===== src/rtl/dri_pkg.sv =====
// Shared types and constants of the dual range interlock.
package dri_pkg;

   localparam int DistWidth = 16;
   localparam int AgeWidth  = 17;
   localparam int CsrAddrWidth = 4;
   localparam int CsrDataWidth = 32;

   localparam logic [AgeWidth-1:0]  AgeMax          = '1;
   localparam logic [DistWidth-1:0] NearLimitReset  = 16'd235;
   localparam logic [DistWidth-1:0] WindowLowReset  = 16'd170;
   localparam logic [DistWidth-1:0] WindowHighReset = 16'd190;
   localparam logic [DistWidth-1:0] TimeoutReset    = 16'd1500;

   typedef enum logic [2:0] {
      CMD_TICK   = 3'd0,
      CMD_START  = 3'd1,
      CMD_STOP   = 3'd2,
      CMD_RESET  = 3'd3,
      CMD_SAMPLE = 3'd4,
      CMD_EVAL   = 3'd5
   } command_type;

   typedef enum logic [1:0] {
      MODE_IDLE    = 2'd0,
      MODE_RUNNING = 2'd1,
      MODE_UNSAFE  = 2'd2,
      MODE_STOPPED = 2'd3
   } mode_type;

   typedef enum logic [2:0] {
      MSG_STARTED = 3'd0,
      MSG_STOPPED = 3'd1,
      MSG_RESET   = 3'd2,
      MSG_FAILED  = 3'd3,
      MSG_PASSED  = 3'd4,
      MSG_WAITING = 3'd5,
      MSG_NONE    = 3'd6
   } message_type;

   typedef enum logic [1:0] {
      OC_NONE   = 2'd0,
      OC_PASSED = 2'd1,
      OC_FAILED = 2'd2
   } outcome_type;

   typedef enum logic [1:0] {
      CSR_NEAR_LIMIT  = 2'd0,
      CSR_WINDOW_LOW  = 2'd1,
      CSR_WINDOW_HIGH = 2'd2,
      CSR_TIMEOUT     = 2'd3
   } csr_index_type;

   typedef struct packed {
      logic [DistWidth-1:0] near_limit_one;
      logic [DistWidth-1:0] window_low_two;
      logic [DistWidth-1:0] window_high_two;
      logic [DistWidth-1:0] stale_timeout;
   } cfg_type;

   typedef struct packed {
      command_type          command;
      logic                 sensor_select;
      logic [DistWidth-1:0] distance_cm;
      logic                 sample_valid;
   } req_item_type;

   typedef struct packed {
      mode_type    block_state;
      message_type status_message;
      logic        state_changed;
      logic        one_usable;
      logic        two_usable;
      logic        range_passed;
      logic        all_passed;
      logic        fail_reason;
      logic        pass_event;
      logic        fail_event;
   } rsp_item_type;

endpackage


===== src/rtl/dri_csr.sv =====
// Configuration registers of the dual range interlock with their APB-style access port.
module dri_csr (
   input  logic                             clock,
   input  logic                             reset,
   input  logic                             csr_psel,
   input  logic                             csr_penable,
   input  logic                             csr_pwrite,
   input  logic [dri_pkg::CsrAddrWidth-1:0] csr_paddr,
   input  logic [dri_pkg::CsrDataWidth-1:0] csr_pwdata,
   output logic [dri_pkg::CsrDataWidth-1:0] csr_prdata,
   output logic                             csr_pready,
   output dri_pkg::cfg_type                 cfg
);
   import dri_pkg::*;

   cfg_type       cfg_ff;
   cfg_type       cfg_in;
   csr_index_type index;
   logic          write_en;
   logic [DistWidth-1:0] read_value;

   assign csr_pready = 1'b1;
   assign index      = csr_index_type'(csr_paddr[CsrAddrWidth-1:2]);
   assign write_en   = csr_psel && csr_penable && csr_pwrite && csr_pready;

   always_comb begin
      cfg_in = cfg_ff;
      if (write_en) begin
         case (index)
            CSR_NEAR_LIMIT:  cfg_in.near_limit_one  = csr_pwdata[DistWidth-1:0];
            CSR_WINDOW_LOW:  cfg_in.window_low_two  = csr_pwdata[DistWidth-1:0];
            CSR_WINDOW_HIGH: cfg_in.window_high_two = csr_pwdata[DistWidth-1:0];
            CSR_TIMEOUT:     cfg_in.stale_timeout   = csr_pwdata[DistWidth-1:0];
            default:         cfg_in = cfg_ff;
         endcase
      end
   end

   always_comb begin
      case (index)
         CSR_NEAR_LIMIT:  read_value = cfg_ff.near_limit_one;
         CSR_WINDOW_LOW:  read_value = cfg_ff.window_low_two;
         CSR_WINDOW_HIGH: read_value = cfg_ff.window_high_two;
         CSR_TIMEOUT:     read_value = cfg_ff.stale_timeout;
         default:         read_value = '0;
      endcase
   end

   assign csr_prdata = {{(CsrDataWidth-DistWidth){1'b0}}, read_value};

   always_ff @(posedge clock) begin
      if (reset) begin
         cfg_ff.near_limit_one  <= NearLimitReset;
         cfg_ff.window_low_two  <= WindowLowReset;
         cfg_ff.window_high_two <= WindowHighReset;
         cfg_ff.stale_timeout   <= TimeoutReset;
      end else begin
         cfg_ff <= cfg_in;
      end
   end

   assign cfg = cfg_ff;

endmodule


===== src/rtl/dri_in_reg.sv =====
// Input register stage that holds one accepted command transaction.
module dri_in_reg (
   input  logic                  clock,
   input  logic                  reset,
   input  logic                  in_valid,
   input  dri_pkg::req_item_type in_item,
   output logic                  in_ready,
   input  logic                  advance,
   output logic                  item_valid,
   output dri_pkg::req_item_type item
);
   import dri_pkg::*;

   logic         valid_ff;
   logic         valid_in;
   req_item_type item_ff;

   assign in_ready = !valid_ff || advance;

   always_comb begin
      valid_in = valid_ff;
      if (in_ready) begin
         valid_in = in_valid;
      end
   end

   always_ff @(posedge clock) begin
      if (reset) begin
         valid_ff <= 1'b0;
      end else begin
         valid_ff <= valid_in;
      end
   end

   always_ff @(posedge clock) begin
      if (in_ready && in_valid) begin
         item_ff <= in_item;
      end
   end

   assign item_valid = valid_ff;
   assign item       = item_ff;

endmodule


===== src/rtl/dri_core.sv =====
// Interlock state and the single-pass command, staleness and range check logic.
module dri_core (
   input  logic                  clock,
   input  logic                  reset,
   input  logic                  fire,
   input  dri_pkg::req_item_type item,
   input  dri_pkg::cfg_type      cfg,
   output dri_pkg::rsp_item_type result
);
   import dri_pkg::*;

   logic                 run_ff, run_in;
   logic                 tbo_ff, tbo_in;
   outcome_type          outcome_ff, outcome_in;
   mode_type             mode_ff, mode_in;
   message_type          msg_ff, msg_in;
   logic [DistWidth-1:0] dist_ff [2];
   logic [DistWidth-1:0] dist_in [2];
   logic                 rok_ff [2];
   logic                 rok_in [2];
   logic                 stamp_ff [2];
   logic                 stamp_in [2];
   logic [AgeWidth-1:0]  age_ff [2];
   logic [AgeWidth-1:0]  age_in [2];
   logic                 vrange_ff, vrange_in;
   logic                 vall_ff, vall_in;
   logic                 vfail_ff, vfail_in;

   always_comb begin
      logic do_check;
      logic clear;
      logic chg;
      logic evp;
      logic evf;
      logic p1;
      logic p2;
      logic rp;
      mode_type    new_mode;
      message_type new_msg;
      outcome_type new_oc;
      logic        set_mm;
      logic        set_oc;

      run_in     = run_ff;
      tbo_in     = tbo_ff;
      outcome_in = outcome_ff;
      mode_in    = mode_ff;
      msg_in     = msg_ff;
      vrange_in  = vrange_ff;
      vall_in    = vall_ff;
      vfail_in   = vfail_ff;
      for (int i = 0; i < 2; i++) begin
         dist_in[i]  = dist_ff[i];
         rok_in[i]   = rok_ff[i];
         stamp_in[i] = stamp_ff[i];
         age_in[i]   = age_ff[i];
      end
      do_check = 1'b0;
      clear    = 1'b0;
      chg      = 1'b0;
      evp      = 1'b0;
      evf      = 1'b0;
      p1       = 1'b0;
      p2       = 1'b0;
      rp       = 1'b0;
      set_mm   = 1'b0;
      set_oc   = 1'b0;
      new_mode = mode_ff;
      new_msg  = msg_ff;
      new_oc   = outcome_ff;

      case (item.command)
         CMD_TICK: begin
            if (tbo_ff) begin
               for (int i = 0; i < 2; i++) begin
                  if (stamp_ff[i] && age_ff[i] != AgeMax) begin
                     age_in[i] = age_ff[i] + AgeWidth'(1);
                  end
               end
            end
         end
         CMD_START: begin
            tbo_in   = 1'b1;
            clear    = 1'b1;
            run_in   = 1'b1;
            mode_in  = MODE_RUNNING;
            msg_in   = MSG_STARTED;
            chg      = 1'b1;
            do_check = 1'b1;
         end
         CMD_STOP: begin
            if (run_ff || mode_ff != MODE_STOPPED) begin
               run_in     = 1'b0;
               outcome_in = OC_NONE;
               if (mode_ff != MODE_STOPPED || msg_ff != MSG_STOPPED) begin
                  chg = 1'b1;
               end
               mode_in = MODE_STOPPED;
               msg_in  = MSG_STOPPED;
            end
         end
         CMD_RESET: begin
            clear = 1'b1;
            if (run_ff) begin
               if (mode_ff != MODE_RUNNING || msg_ff != MSG_RESET) begin
                  chg = 1'b1;
               end
               mode_in = MODE_RUNNING;
               msg_in  = MSG_RESET;
            end else begin
               if (mode_ff != MODE_IDLE) begin
                  chg = 1'b1;
               end
               mode_in = MODE_IDLE;
            end
         end
         CMD_SAMPLE: begin
            dist_in[item.sensor_select]  = item.distance_cm;
            rok_in[item.sensor_select]   = item.sample_valid;
            stamp_in[item.sensor_select] = tbo_ff;
            age_in[item.sensor_select]   = '0;
            do_check = run_ff;
         end
         CMD_EVAL: begin
            do_check = 1'b1;
         end
         default: begin
            do_check = 1'b0;
         end
      endcase

      if (clear) begin
         for (int i = 0; i < 2; i++) begin
            dist_in[i]  = '0;
            rok_in[i]   = 1'b0;
            stamp_in[i] = 1'b0;
            age_in[i]   = '0;
         end
         vrange_in  = 1'b0;
         vall_in    = 1'b0;
         vfail_in   = 1'b0;
         outcome_in = OC_NONE;
      end

      if (do_check) begin
         if (tbo_in) begin
            for (int i = 0; i < 2; i++) begin
               if (rok_in[i] &&
                   (!stamp_in[i] || age_in[i] > {1'b0, cfg.stale_timeout})) begin
                  rok_in[i] = 1'b0;
               end
            end
         end
         p1 = rok_in[0] && (dist_in[0] > cfg.near_limit_one);
         p2 = rok_in[1] && (dist_in[1] >= cfg.window_low_two) &&
              (dist_in[1] <= cfg.window_high_two);
         rp = p1 && p2;
         vrange_in = rp;
         vall_in   = rp;
         vfail_in  = 1'b0;
         if (run_in) begin
            if (outcome_in == OC_PASSED) begin
               vall_in = 1'b1;
            end else if (rok_in[0] && rok_in[1] && !rp) begin
               vrange_in = 1'b0;
               vall_in   = 1'b0;
               vfail_in  = 1'b1;
               set_mm    = 1'b1;
               new_mode  = MODE_UNSAFE;
               new_msg   = MSG_FAILED;
               set_oc    = 1'b1;
               new_oc    = OC_FAILED;
            end else if (rp) begin
               set_mm   = 1'b1;
               new_mode = MODE_RUNNING;
               new_msg  = MSG_PASSED;
               set_oc   = 1'b1;
               new_oc   = OC_PASSED;
            end else begin
               set_mm   = 1'b1;
               new_mode = MODE_RUNNING;
               new_msg  = MSG_WAITING;
               if (outcome_in == OC_FAILED) begin
                  outcome_in = OC_NONE;
               end
            end
         end
         if (set_mm) begin
            if (mode_in != new_mode || msg_in != new_msg) begin
               chg = 1'b1;
            end
            mode_in = new_mode;
            msg_in  = new_msg;
         end
         if (set_oc && outcome_in != new_oc) begin
            outcome_in = new_oc;
            evp = (new_oc == OC_PASSED);
            evf = (new_oc == OC_FAILED);
         end
      end

      result.block_state    = mode_in;
      result.status_message = msg_in;
      result.state_changed  = chg;
      result.one_usable     = rok_in[0];
      result.two_usable     = rok_in[1];
      result.range_passed   = vrange_in;
      result.all_passed     = vall_in;
      result.fail_reason    = vfail_in;
      result.pass_event     = evp;
      result.fail_event     = evf;
   end

   always_ff @(posedge clock) begin
      if (reset) begin
         run_ff     <= 1'b0;
         tbo_ff     <= 1'b0;
         outcome_ff <= OC_NONE;
         mode_ff    <= MODE_IDLE;
         msg_ff     <= MSG_NONE;
         vrange_ff  <= 1'b0;
         vall_ff    <= 1'b0;
         vfail_ff   <= 1'b0;
         for (int i = 0; i < 2; i++) begin
            dist_ff[i]  <= '0;
            rok_ff[i]   <= 1'b0;
            stamp_ff[i] <= 1'b0;
            age_ff[i]   <= '0;
         end
      end else if (fire) begin
         run_ff     <= run_in;
         tbo_ff     <= tbo_in;
         outcome_ff <= outcome_in;
         mode_ff    <= mode_in;
         msg_ff     <= msg_in;
         vrange_ff  <= vrange_in;
         vall_ff    <= vall_in;
         vfail_ff   <= vfail_in;
         for (int i = 0; i < 2; i++) begin
            dist_ff[i]  <= dist_in[i];
            rok_ff[i]   <= rok_in[i];
            stamp_ff[i] <= stamp_in[i];
            age_ff[i]   <= age_in[i];
         end
      end
   end

endmodule


===== src/rtl/dual_range_interlock.sv =====
// Top level of the dual range interlock: input stage, check logic, result register, CSRs.
//
// Every command transaction yields exactly one result transaction. A command is held in
// the input register, is evaluated against the sensor state in a single pass of compare
// logic, and its result is held in the output register until taken; a new command is
// accepted every cycle while no result waits or the waiting result is taken, and one
// more is taken while a result waits. Registers: 0x0 near limit of sensor one, 0x4 low
// and 0x8 high window bound of sensor two, 0xC staleness timeout in ticks; write them
// only while no transaction is in flight.
module dual_range_interlock (
   input  logic        clock,
   input  logic        reset,
   input  logic        req_tvalid,
   output logic        req_tready,
   input  logic [15:0] req_tdata,   // distance_cm
   input  logic [4:0]  req_tuser,   // command[2:0], sensor_select[3], sample_valid[4]
   output logic        rsp_tvalid,
   input  logic        rsp_tready,
   // block_state[1:0], status_message[4:2], state_changed[5], one_usable[6],
   // two_usable[7], range_passed[8], all_passed[9], fail_reason[10],
   // pass_event[11], fail_event[12], zero[15:13]
   output logic [15:0] rsp_tdata,
   input  logic        csr_psel,
   input  logic        csr_penable,
   input  logic        csr_pwrite,
   input  logic [3:0]  csr_paddr,
   input  logic [31:0] csr_pwdata,
   output logic [31:0] csr_prdata,
   output logic        csr_pready
);
   import dri_pkg::*;

   cfg_type      cfg;
   req_item_type in_item;
   req_item_type item;
   rsp_item_type result;
   rsp_item_type rsp_ff;
   logic         rsp_valid_ff;
   logic         rsp_valid_in;
   logic         item_valid;
   logic         advance;
   logic         fire;

   assign in_item.command       = command_type'(req_tuser[2:0]);
   assign in_item.sensor_select = req_tuser[3];
   assign in_item.sample_valid  = req_tuser[4];
   assign in_item.distance_cm   = req_tdata;

   dri_csr u_csr (
      .clock       (clock),
      .reset       (reset),
      .csr_psel    (csr_psel),
      .csr_penable (csr_penable),
      .csr_pwrite  (csr_pwrite),
      .csr_paddr   (csr_paddr),
      .csr_pwdata  (csr_pwdata),
      .csr_prdata  (csr_prdata),
      .csr_pready  (csr_pready),
      .cfg         (cfg)
   );

   dri_in_reg u_in_reg (
      .clock      (clock),
      .reset      (reset),
      .in_valid   (req_tvalid),
      .in_item    (in_item),
      .in_ready   (req_tready),
      .advance    (advance),
      .item_valid (item_valid),
      .item       (item)
   );

   assign advance = !rsp_valid_ff || rsp_tready;
   assign fire    = item_valid && advance;

   dri_core u_core (
      .clock  (clock),
      .reset  (reset),
      .fire   (fire),
      .item   (item),
      .cfg    (cfg),
      .result (result)
   );

   always_comb begin
      rsp_valid_in = rsp_valid_ff;
      if (advance) begin
         rsp_valid_in = item_valid;
      end
   end

   always_ff @(posedge clock) begin
      if (reset) begin
         rsp_valid_ff <= 1'b0;
      end else begin
         rsp_valid_ff <= rsp_valid_in;
      end
   end

   always_ff @(posedge clock) begin
      if (fire) begin
         rsp_ff <= result;
      end
   end

   assign rsp_tvalid = rsp_valid_ff;
   assign rsp_tdata  = {3'b000,
                        rsp_ff.fail_event,
                        rsp_ff.pass_event,
                        rsp_ff.fail_reason,
                        rsp_ff.all_passed,
                        rsp_ff.range_passed,
                        rsp_ff.two_usable,
                        rsp_ff.one_usable,
                        rsp_ff.state_changed,
                        rsp_ff.status_message,
                        rsp_ff.block_state};

endmodule

===== config.mk =====
export PLATFORM = sky130hd
export DESIGN_NAME = dual_range_interlock
export DESIGN_NICKNAME = d
export VERILOG_FILES = /design/src/rtl/dri_pkg.sv /design/src/rtl/dri_csr.sv /design/src/rtl/dri_in_reg.sv /design/src/rtl/dri_core.sv /design/src/rtl/dual_range_interlock.sv
export SDC_FILE = /design/constraint.sdc
export NUM_CORES = 1
export LEC_CHECK = 0
export ABC_CLOCK_PERIOD_IN_PS = 7200
export BUFFER_PORTS_ARGS = -buffer_cell sky130_fd_sc_hd__buf_2
export CORE_AREA = 4 4 187 143
export CTS_BUF_LIST = sky130_fd_sc_hd__clkbuf_8
export DETAILED_ROUTE_END_ITERATION = 10
export DIE_AREA = 0 0 191 147
export GPL_TIMING_DRIVEN = 1
export HOLD_SLACK_MARGIN = 0.08
export PLACE_DENSITY = 0.69
export SETUP_SLACK_MARGIN = 0.1
export SLEW_MARGIN = 20
export SYNTH_ARGS = -nofsm -noshare
export SYNTH_HDL_FRONTEND = slang
export SYNTH_SLANG_ARGS = --single-unit

===== constraint.sdc =====
create_clock -name clock -period 7.2 [get_ports clock]
set_input_delay 1.8 -clock clock [delete_from_list [all_inputs] [get_ports clock]]
set_output_delay 1.8 -clock clock [all_outputs]
set_load 0.01 [all_outputs]

==> summary.txt, run 1 <==
Critical path
  • Arrival @ worst endpoint: slightly above 6 ns
  • Most frequent CP cell: nand4_1
  • CP peak stage delay: between 0.5 and 0.6 ns
  • CP endpoint kind: flop
  • CP required: about 7.5 ns
  • Critical Path Source Type: flop
  • Cell family with the largest share of critical-path delay: simple AND/OR/NAND/NOR gates
  • CP max stage cell: or4_4
  • Critical path peak fanout: 10
  • Crit path cell chain: and4_1 -> and2_1 -> nand4_1 -> nor2_1 -> ha_1 -> and3b_1 -> nand4_1 -> or2_2 -> nor2_1 -> nand4_1 -> nand3_1 -> o21ai_0 -> and2_1 -> ha_1 -> nand2_1 -> or4_4 -> o32ai_2 -> a31oi_1 -> nor4_4 -> nor2_2 -> or4_4 -> o211ai_2 -> o311ai_1
  • Kind of critical path: flop to flop
  • CP bufs+invs: 0

Cells and area
  • Commonest non-fill, non-tap cell in the layout: nand2_1
  • Most frequent cells in the layout: nand2_1 (232), a21oi_1 (137), edfxtp_1 (104), ha_1 (84), dfxtp_1 (78)
  • Design area: ~12,000 um2
  • Cell Count, Final, Fillers Out: between 1,500 and 2,000
  • Post-layout util: 48.56%
  • Antenna cell count: 0
  • Area occupied by multi-input gates: slightly below 6000 um2
  • Layout net count: between 1,000 and 1,500
  • Area growth syn-to-layout: 8.792%
  • Share of post-route cells with drive strength above 1: between 10% and 20%
  • Filler instances: between 2,000 and 2,500
  • Reg area: between 4000 and 5000 um2

Power
  • Cell Int Power: roughly 1.5 mW
  • Clk pwr share: ~30%
  • Leak Pwr: around 4.7 nW
  • Power share of the combinational group: between 10% and 20%
  • Sequential Power Share: between 50% and 60%
  • Switching power: 631.4 uW
  • Max VDD drop: between 100 and 150 uV
  • Power Total: approximately 2.1 mW
  • Switching share of power: 29.60%
  • PD cells: between 150 and 200 nW/um2

Placement
  • Pre-CTS setup slack: approximately 1.4 ns
  • Area post-placement: around 12,000 um2
  • Placed cell count: between 1,500 and 2,000
  • Routability cong.: roughly 0.92
  • DP HPWL: 22,860 um
  • Port bufs: between 70 and 80

Detailed routing
  • Top Metal Used: met4
  • Post-DRT Antenna Nets: 0
  • Pre-antenna DRT Iters: 5
  • Vias per inst: about 5.8
  • DRC Markers: 0
  • Vias post-DR: between 9,000 and 10,000
  • DRT met1 WL: ~15,000 um
  • Drt wl/cell: approximately 19 um
  • Met3 Wirelength: roughly 3100 um
  • Routed wl met2: ~13,000 um
  • Total wire length: around 31,000 um
  • Starting DRT DRC Count: ~1,100

Synth
  • Unique masters post-synth: 78
  • Post-synth top area share: 28.17%
  • Sequential area share after synthesis: a little over two fifths
  • FF+latch count, synth: 182
  • Top FF cell, synth: edfxtp_1
  • Mapped Cells: around 1,300
  • Post-synth EDFFs: between 100 and 150
  • Synth area leaders: edfxtp_1 (28%), dfxtp_1 (14%), ha_1 (9.5%)
  • YS warnings: 0
  • Netlist Area Pre-Place: ~11,000 um2
  • Avg Cell Area, Syn: approximately 8.9 um2
  • Post-synth ARST share: 0%
  • Area leader, netlist: edfxtp_1

Floorplanning
  • Row count: 50
  • Starting Density: about 45%
  • Die H: 147 um
  • Die W: 191 um
  • Die area: 28,080 um2
  • Core area: between 20,000 and 25,000 um2
  • Top Ports: around 120

Clock tree
  • Insertion delay to the later sink of the worst-skew pair: roughly 0.5 ns
  • H-tree lvl count: 4
  • Clock Sinks: roughly 180
  • TritonCTS clock tree: yes
  • Resize count post-CTS: 0
  • Clock buffer depth: 2
  • Reg clk slew, reported paths: approximately 0.11 ns
  • Hold-fix buffers, CTS: 0
  • Num CTS Buffers: 17
  • Setup Buffers After CTS: 0
  • Clk root buf: clkbuf_8

Timing
  • Setup violations, final: 0
  • Setup TNS: 0 ns
  • Fmax: 0.1710 GHz
  • Least-Margin Pin Slew: around 1.1 ns
  • Final min period: ~6 ns
  • Hold WS: 0.4757 ns
  • Slew headroom: 27.43%
  • Final setup margin: ~1.4 ns
  • Final clock skew: roughly 0.027 ns
  • RSZ-0062 raised after global routing: false
  • Fin. Hold Viols: 0
  • Max Slew Vio Count: 0
  • Final Cycle Share: between 80% and 90%

Run
  • Max Cap Viol: 0

Run status
  • Status: complete, no violations

Global route
  • Largest net degree at the start of global routing: 55
  • First-pass GRT wire length: between 40,000 and 50,000 um
  • Vias in the first global route: about 8,600
  • Initial antenna violation count: 0
  • Total gr overflow: 0
  • Overall Global Routing Usage: approximately 22%

Min path
  • HP Class: flop to flop
-- sequential cells by signal, summed over array words and instances, names as in the netlist --
signal	count
u_csr.cfg	64
u_core.age_ff	34
u_core.dist_ff	32
u_in_reg.item	21
rsp_tdata	13
u_core.msg_ff	3
u_core.mode_ff	2
u_core.outcome_ff	2
u_core.rok_ff	2
u_core.stamp_ff	2
rsp_tvalid	1
u_core.run_ff	1
u_core.tbo_ff	1
u_core.vall_ff	1
u_core.vfail_ff	1
u_core.vrange_ff	1
u_in_reg.item_valid	1
-- final timing paths --
kind,start,cells past startpoint,slack (ns),endpoint
min reg2reg,u_csr.cfg[34]$_SDFFE_PP0P_,2,0.48,u_csr.cfg[34]$_SDFFE_PP0P_
min,u_csr.cfg[34]$_SDFFE_PP0P_,2,0.48,u_csr.cfg[34]$_SDFFE_PP0P_
max,u_core.age_ff[0][7]$_SDFFCE_PN0P_,23,1.35,rsp_tdata[5]$_DFFE_PP_
max reg2reg,u_core.age_ff[0][7]$_SDFFCE_PN0P_,23,1.35,rsp_tdata[5]$_DFFE_PP_
-- kinds of logic after synthesis --
group	synth area share (%)
compound gates	16.50
fa+ha+maj	9.480
buf+inv	6.173
flops	42.25
mux	3.724
other cells	0.06774
simple gates	21.80
-- Yosys cell counts (all sizes together) (4+ instances only) --
library cell / n
nor3: 19
inv: 71
and3: 17
nand3: 41
and2: 60
clkbuf: 45
mux4: 16
a211oi: 5
o31ai: 5
a21boi: 4
o21a: 6
or3: 4
nand4: 13
dfxtp: 78
ha: 84
nor4: 5
o221ai: 4
a31oi: 11
nor2: 75
or2: 4
nor2b: 10
o21ai: 50
or4: 4
o211ai: 33
a2111oi: 5
nand3b: 5
edfxtp: 104
buf: 38
a21o: 4
nand2: 233
a21oi: 137
-- metal layers --
metal / up-vias / GRT usage (%)
li1: 4540 / -
met4: 0 / 4.487
met3: 20 / 4.299
met2: 408 / 30.65
met5: - / 0
met1: 4530 / 36.53
-- tightest hold or removal path, delay by kind of cell (launching register included) --
kind,cells,cell delay [ns]
AOI/OAI and AO/OA,1,0.05
and+or+nand+nor,1,0.06
DFF,1,0.33
-- cell type report --
class	count	area share, %
Clock inverter	14	0.7365
Inverter	74	2.303
Multi-Input combinational cell	930	48.23
Tap cell	338	3.506
Sequential cell	182	38.84
Timing Repair Buffer	95	4.336
Clock buffer	18	2.054
-- power groups by stage --
stage | Combinational [mW] | Sequential, mW | Clock (mW)
4_1_cts | 0.320 | 1.17 | 0.643
3_3_place_gp | 0.310 | 1.20 | 0
6_report | 0.325 | 1.17 | 0.634
5_1_grt | 0.359 | 1.18 | 0.691
3_5_place_dp | 0.318 | 1.20 | 0
2_1_floorplan | 0.219 | 1.19 | 0
No activity file was read; power rests on OpenSTA's default activity.
==> run 2, diff against run 1 <==
--- a/config.mk
+++ b/config.mk
@@ -5,12 +5,13 @@
 export SDC_FILE = /design/constraint.sdc
 export NUM_CORES = 1
 export LEC_CHECK = 0
-export ABC_CLOCK_PERIOD_IN_PS = 7200
+export ABC_AREA = 1
+export ABC_CLOCK_PERIOD_IN_PS = 6100
 export BUFFER_PORTS_ARGS = -buffer_cell sky130_fd_sc_hd__buf_2
-export CORE_AREA = 4 4 187 143
+export CORE_AREA = 4 4 189 145
 export CTS_BUF_LIST = sky130_fd_sc_hd__clkbuf_8
 export DETAILED_ROUTE_END_ITERATION = 10
-export DIE_AREA = 0 0 191 147
+export DIE_AREA = 0 0 193 149
 export GPL_TIMING_DRIVEN = 1
 export HOLD_SLACK_MARGIN = 0.08
 export PLACE_DENSITY = 0.69
==> constraint.sdc (replaced) <==
create_clock -name clock -period 6.1 [get_ports clock]
set_input_delay 1.525 -clock clock [delete_from_list [all_inputs] [get_ports clock]]
set_output_delay 1.525 -clock clock [all_outputs]
set_load 0.01 [all_outputs]
==> run 2 against run 1 <==
Against the previous run: core utilization fell by 0.26 points; clock power increased by 45%; largest power group unchanged; fmax is 15% higher; clock skew down 0.0032 ns; global-route usage is 0.70 points lower; sequential cell count did not move; final area grew 2.5%; final cell count grew 12%; via count grew 5.8%; largest cell class unchanged; count of clock-buffer cells in the layout fell by 1.
==> summary.txt, run 2 <==
Synth
  • Post-synthesis mux area share: 0.1991%
  • Post-synth ARST share: 0%
  • Avg Cell Area, Syn: just under 8 um2
  • Synth area leaders: edfxtp_1 (28%), dfxtp_1 (14%), ha_1 (9.3%)
  • Post-synth top area share: between 20% and 30%
  • Post-synth EDFFs: around 100
  • Post-Synth Simple-Gate Area: between 20% and 30%
  • FF+latch count, synth: ~180
  • Most frequent cell after synthesis: inv_1
  • Largest family of logic cells by synthesized area: simple AND/OR/NAND/NOR gates
  • Unique masters post-synth: 53
  • Mapped Cells: approximately 1,400
  • Compound-Gate Fraction of Synth Area: approximately 16%
  • Top FF cell, synth: edfxtp_1
  • YS warnings: 0
  • Netlist Area Pre-Place: around 11,000 um2
  • Sequential area share after synthesis: 41.41%
  • Commonest cells in the netlist: inv_1 (213), nand2_1 (196), nor2_1 (150)
  • Area leader, netlist: edfxtp_1
  • Post-synthesis xor/xnor area fraction: 0%
  • Adder-cell share of the synthesized area: a little under a tenth

Floorplanning
  • Core area: ~26,000 um2
  • Row count: 51
  • Starting Density: around 44%
  • Top Ports: 115
  • Die W: 193 um
  • Die area: around 29,000 um2
  • Die H: roughly 150 um

Min path
  • HP Class: flop to flop

Clock tree
  • Insertion delay to the later sink of the worst-skew pair: 0.49 ns
  • Clock buffer depth: 2
  • Clock Sinks: 182
  • Hold-fix buffers, CTS: 0
  • Resize count post-CTS: 0
  • Clk root buf: clkbuf_8
  • Num CTS Buffers: 17
  • TritonCTS clock tree: yes
  • H-tree lvl count: 4
  • Setup Buffers After CTS: 0
  • Reg clk slew, reported paths: 0.11 ns

Cells and area
  • Commonest non-fill, non-tap cell in the layout: inv_1
  • Filler instances: about 2,400
  • Most frequent cells in the layout: inv_1 (212), nand2_1 (196), nor2_1 (150), o21ai_0 (121), a21oi_1 (117)
  • Area growth syn-to-layout: 9.246%
  • Largest register FFs: 64
  • Layout net count: 1,644
  • Design area: ~12,000 um2
  • Antenna cell count: 0
  • Share of post-route cells with drive strength above 1: approximately an eighth

Detailed routing
  • Starting DRT DRC Count: 935
  • Vias per inst: 5.423
  • Total wire length: ~31,000 um
  • Post-DRT Antenna Nets: 0
  • Vias post-DR: about 10,000
  • DRC Markers: 0
  • Pre-antenna DRT Iters: 7
  • Drt wl/cell: 16.85 um

Global route
  • Total gr overflow: 0
  • First-pass GRT wire length: around 49,000 um
  • Vias in the first global route: between 9,000 and 10,000
  • Initial antenna violation count: 0
  • Overall Global Routing Usage: 21.76%
  • Largest net degree at the start of global routing: 81

Timing
  • Setup TNS: 0 ns
  • Slew headroom: 29.23%
  • Max Slew Vio Count: 0
  • RSZ-0062 raised after global routing: false
  • Final setup margin: between 1 and 1.5 ns
  • Setup violations, final: 0
  • Final Cycle Share: approximately 83%
  • Final clock skew: ~0.024 ns
  • Least-Margin Pin Slew: around 1.1 ns
  • Fin. Hold Viols: 0
  • Fmax: 0.1964 GHz
  • Final min period: ~5.1 ns

Critical path
  • Arrival @ worst endpoint: between 5 and 6 ns
  • Critical Path Source Type: flop
  • CP endpoint kind: flop
  • Kind of critical path: flop to flop
  • Critical path peak fanout: 6
  • CP max stage cell: edfxtp_1
  • CP required: roughly 6.4 ns
  • Most frequent CP cell: nand2_1
  • CP peak stage delay: around 0.46 ns

Run
  • Max Cap Viol: 0

Power
  • Leak Pwr: between 5 and 6 nW
  • Power share of the combinational group: approximately 16%
  • Clk pwr share: about 34%
  • Cell Int Power: 1.886 mW
  • Sequential Power Share: around half
  • PD cells: around 220 nW/um2
  • Switching power: 848.6 uW
  • Switching share of power: 31.04%
  • Max VDD drop: about 160 uV

Placement
  • Routability cong.: 0.8851
  • DP HPWL: 22,700 um
  • Pre-CTS setup slack: 1.043 ns
  • Area post-placement: about 12,000 um2
  • Port bufs: 76

Run status
  • Status: complete, no violations
run 2: cell count changes in the layout (fill, tap and decap cells not counted), sizes merged, moves of 26 or more:
| cell | previous run | this run |
|---|---|---|
| nor3 | 19 | 57 |
| nor4 | 5 | 41 |
| and2 | 60 | 2 |
| or2 | 4 | 30 |
| nand2 | 233 | 204 |
| inv | 78 | 234 |
| o21ai | 50 | 132 |
| nor2 | 75 | 159 |
run 2: path summary, 6_finish.rpt:
path	slack, ns	depth (start not counted)	end	from
max	1.01	42	rsp_tdata[5]$_DFFE_PP_	u_core.age_ff[0][0]$_SDFFCE_PN0P_
min	0.48	2	u_csr.cfg[34]$_SDFFE_PP0P_	u_csr.cfg[34]$_SDFFE_PP0P_
max reg2reg	1.01	42	rsp_tdata[5]$_DFFE_PP_	u_core.age_ff[0][0]$_SDFFCE_PN0P_
min reg2reg	0.48	2	u_csr.cfg[34]$_SDFFE_PP0P_	u_csr.cfg[34]$_SDFFE_PP0P_
run 2: power groups by stage:
stage / sequential, mW / combinational (mW) / clock [mW]
final: 1.39 / 0.431 / 0.917
after global routing: 1.39 / 0.488 / 0.979
after CTS: 1.39 / 0.428 / 0.927
after detailed placement: 1.41 / 0.425 / 0
after global placement: 1.41 / 0.415 / 0
after floorplan: 1.41 / 0.301 / 0
run 2: cell type report:
class / instances / area [um2] / area share (%)
clock buffers: 17 / 234.0 / 1.893
multi-input cells: 980 / 5489 / 44.41
well taps: 344 / 430.4 / 3.482
inverters: 230 / 867.1 / 7.016
flip-flops and latches: 182 / 4684 / 37.90
repair buffers: 85 / 447.9 / 3.624
clock inverters: 15 / 206.4 / 1.670
run 2: through the flow:
step / total power [mW] / hold WS, ns / cells / utilization (%)
after floorplan: 1.709 / 0.4459 / 1461 / -
after global placement: 1.826 / 0.4586 / 1821 / 46.58
after detailed placement: 1.839 / 0.4703 / 1821 / 46.58
after CTS: 2.740 / 0.4868 / 1853 / 48.30
after global routing: 2.860 / 0.5149 / 1853 / 48.30
final: 2.734 / 0.4841 / 1853 / 48.30
run 2: critical path: cells and delay by family (launching register included):
| family | cells | cell delay [ns] |
|---|---|---|
| simple gates | 30 | 2.68 |
| fa+ha+maj | 3 | 0.77 |
| buf+inv | 6 | 0.48 |
| flops | 1 | 0.46 |
| compound gates | 3 | 0.46 |
run 2: cell families (layout without fill, tap and decap cells):
family                   Yosys count  count (layout)
multiplexers                       2               2
adder cells (fa/ha/maj)           84              84
flip-flops                       182             182
other                              2              20
buffers and inverters            299             347
AO/OA/AOI/OAI                    324             324
AND/OR/NAND/NOR                  550             550
run 2: layer usage:
metal	vias to the layer above	track usage [%]	wire (um)
li1	4958	-	-
met4	0	6.900	716
met3	41	3.697	2030
met5	-	0	0
met1	4678	31.62	14500
met2	371	33.19	13990
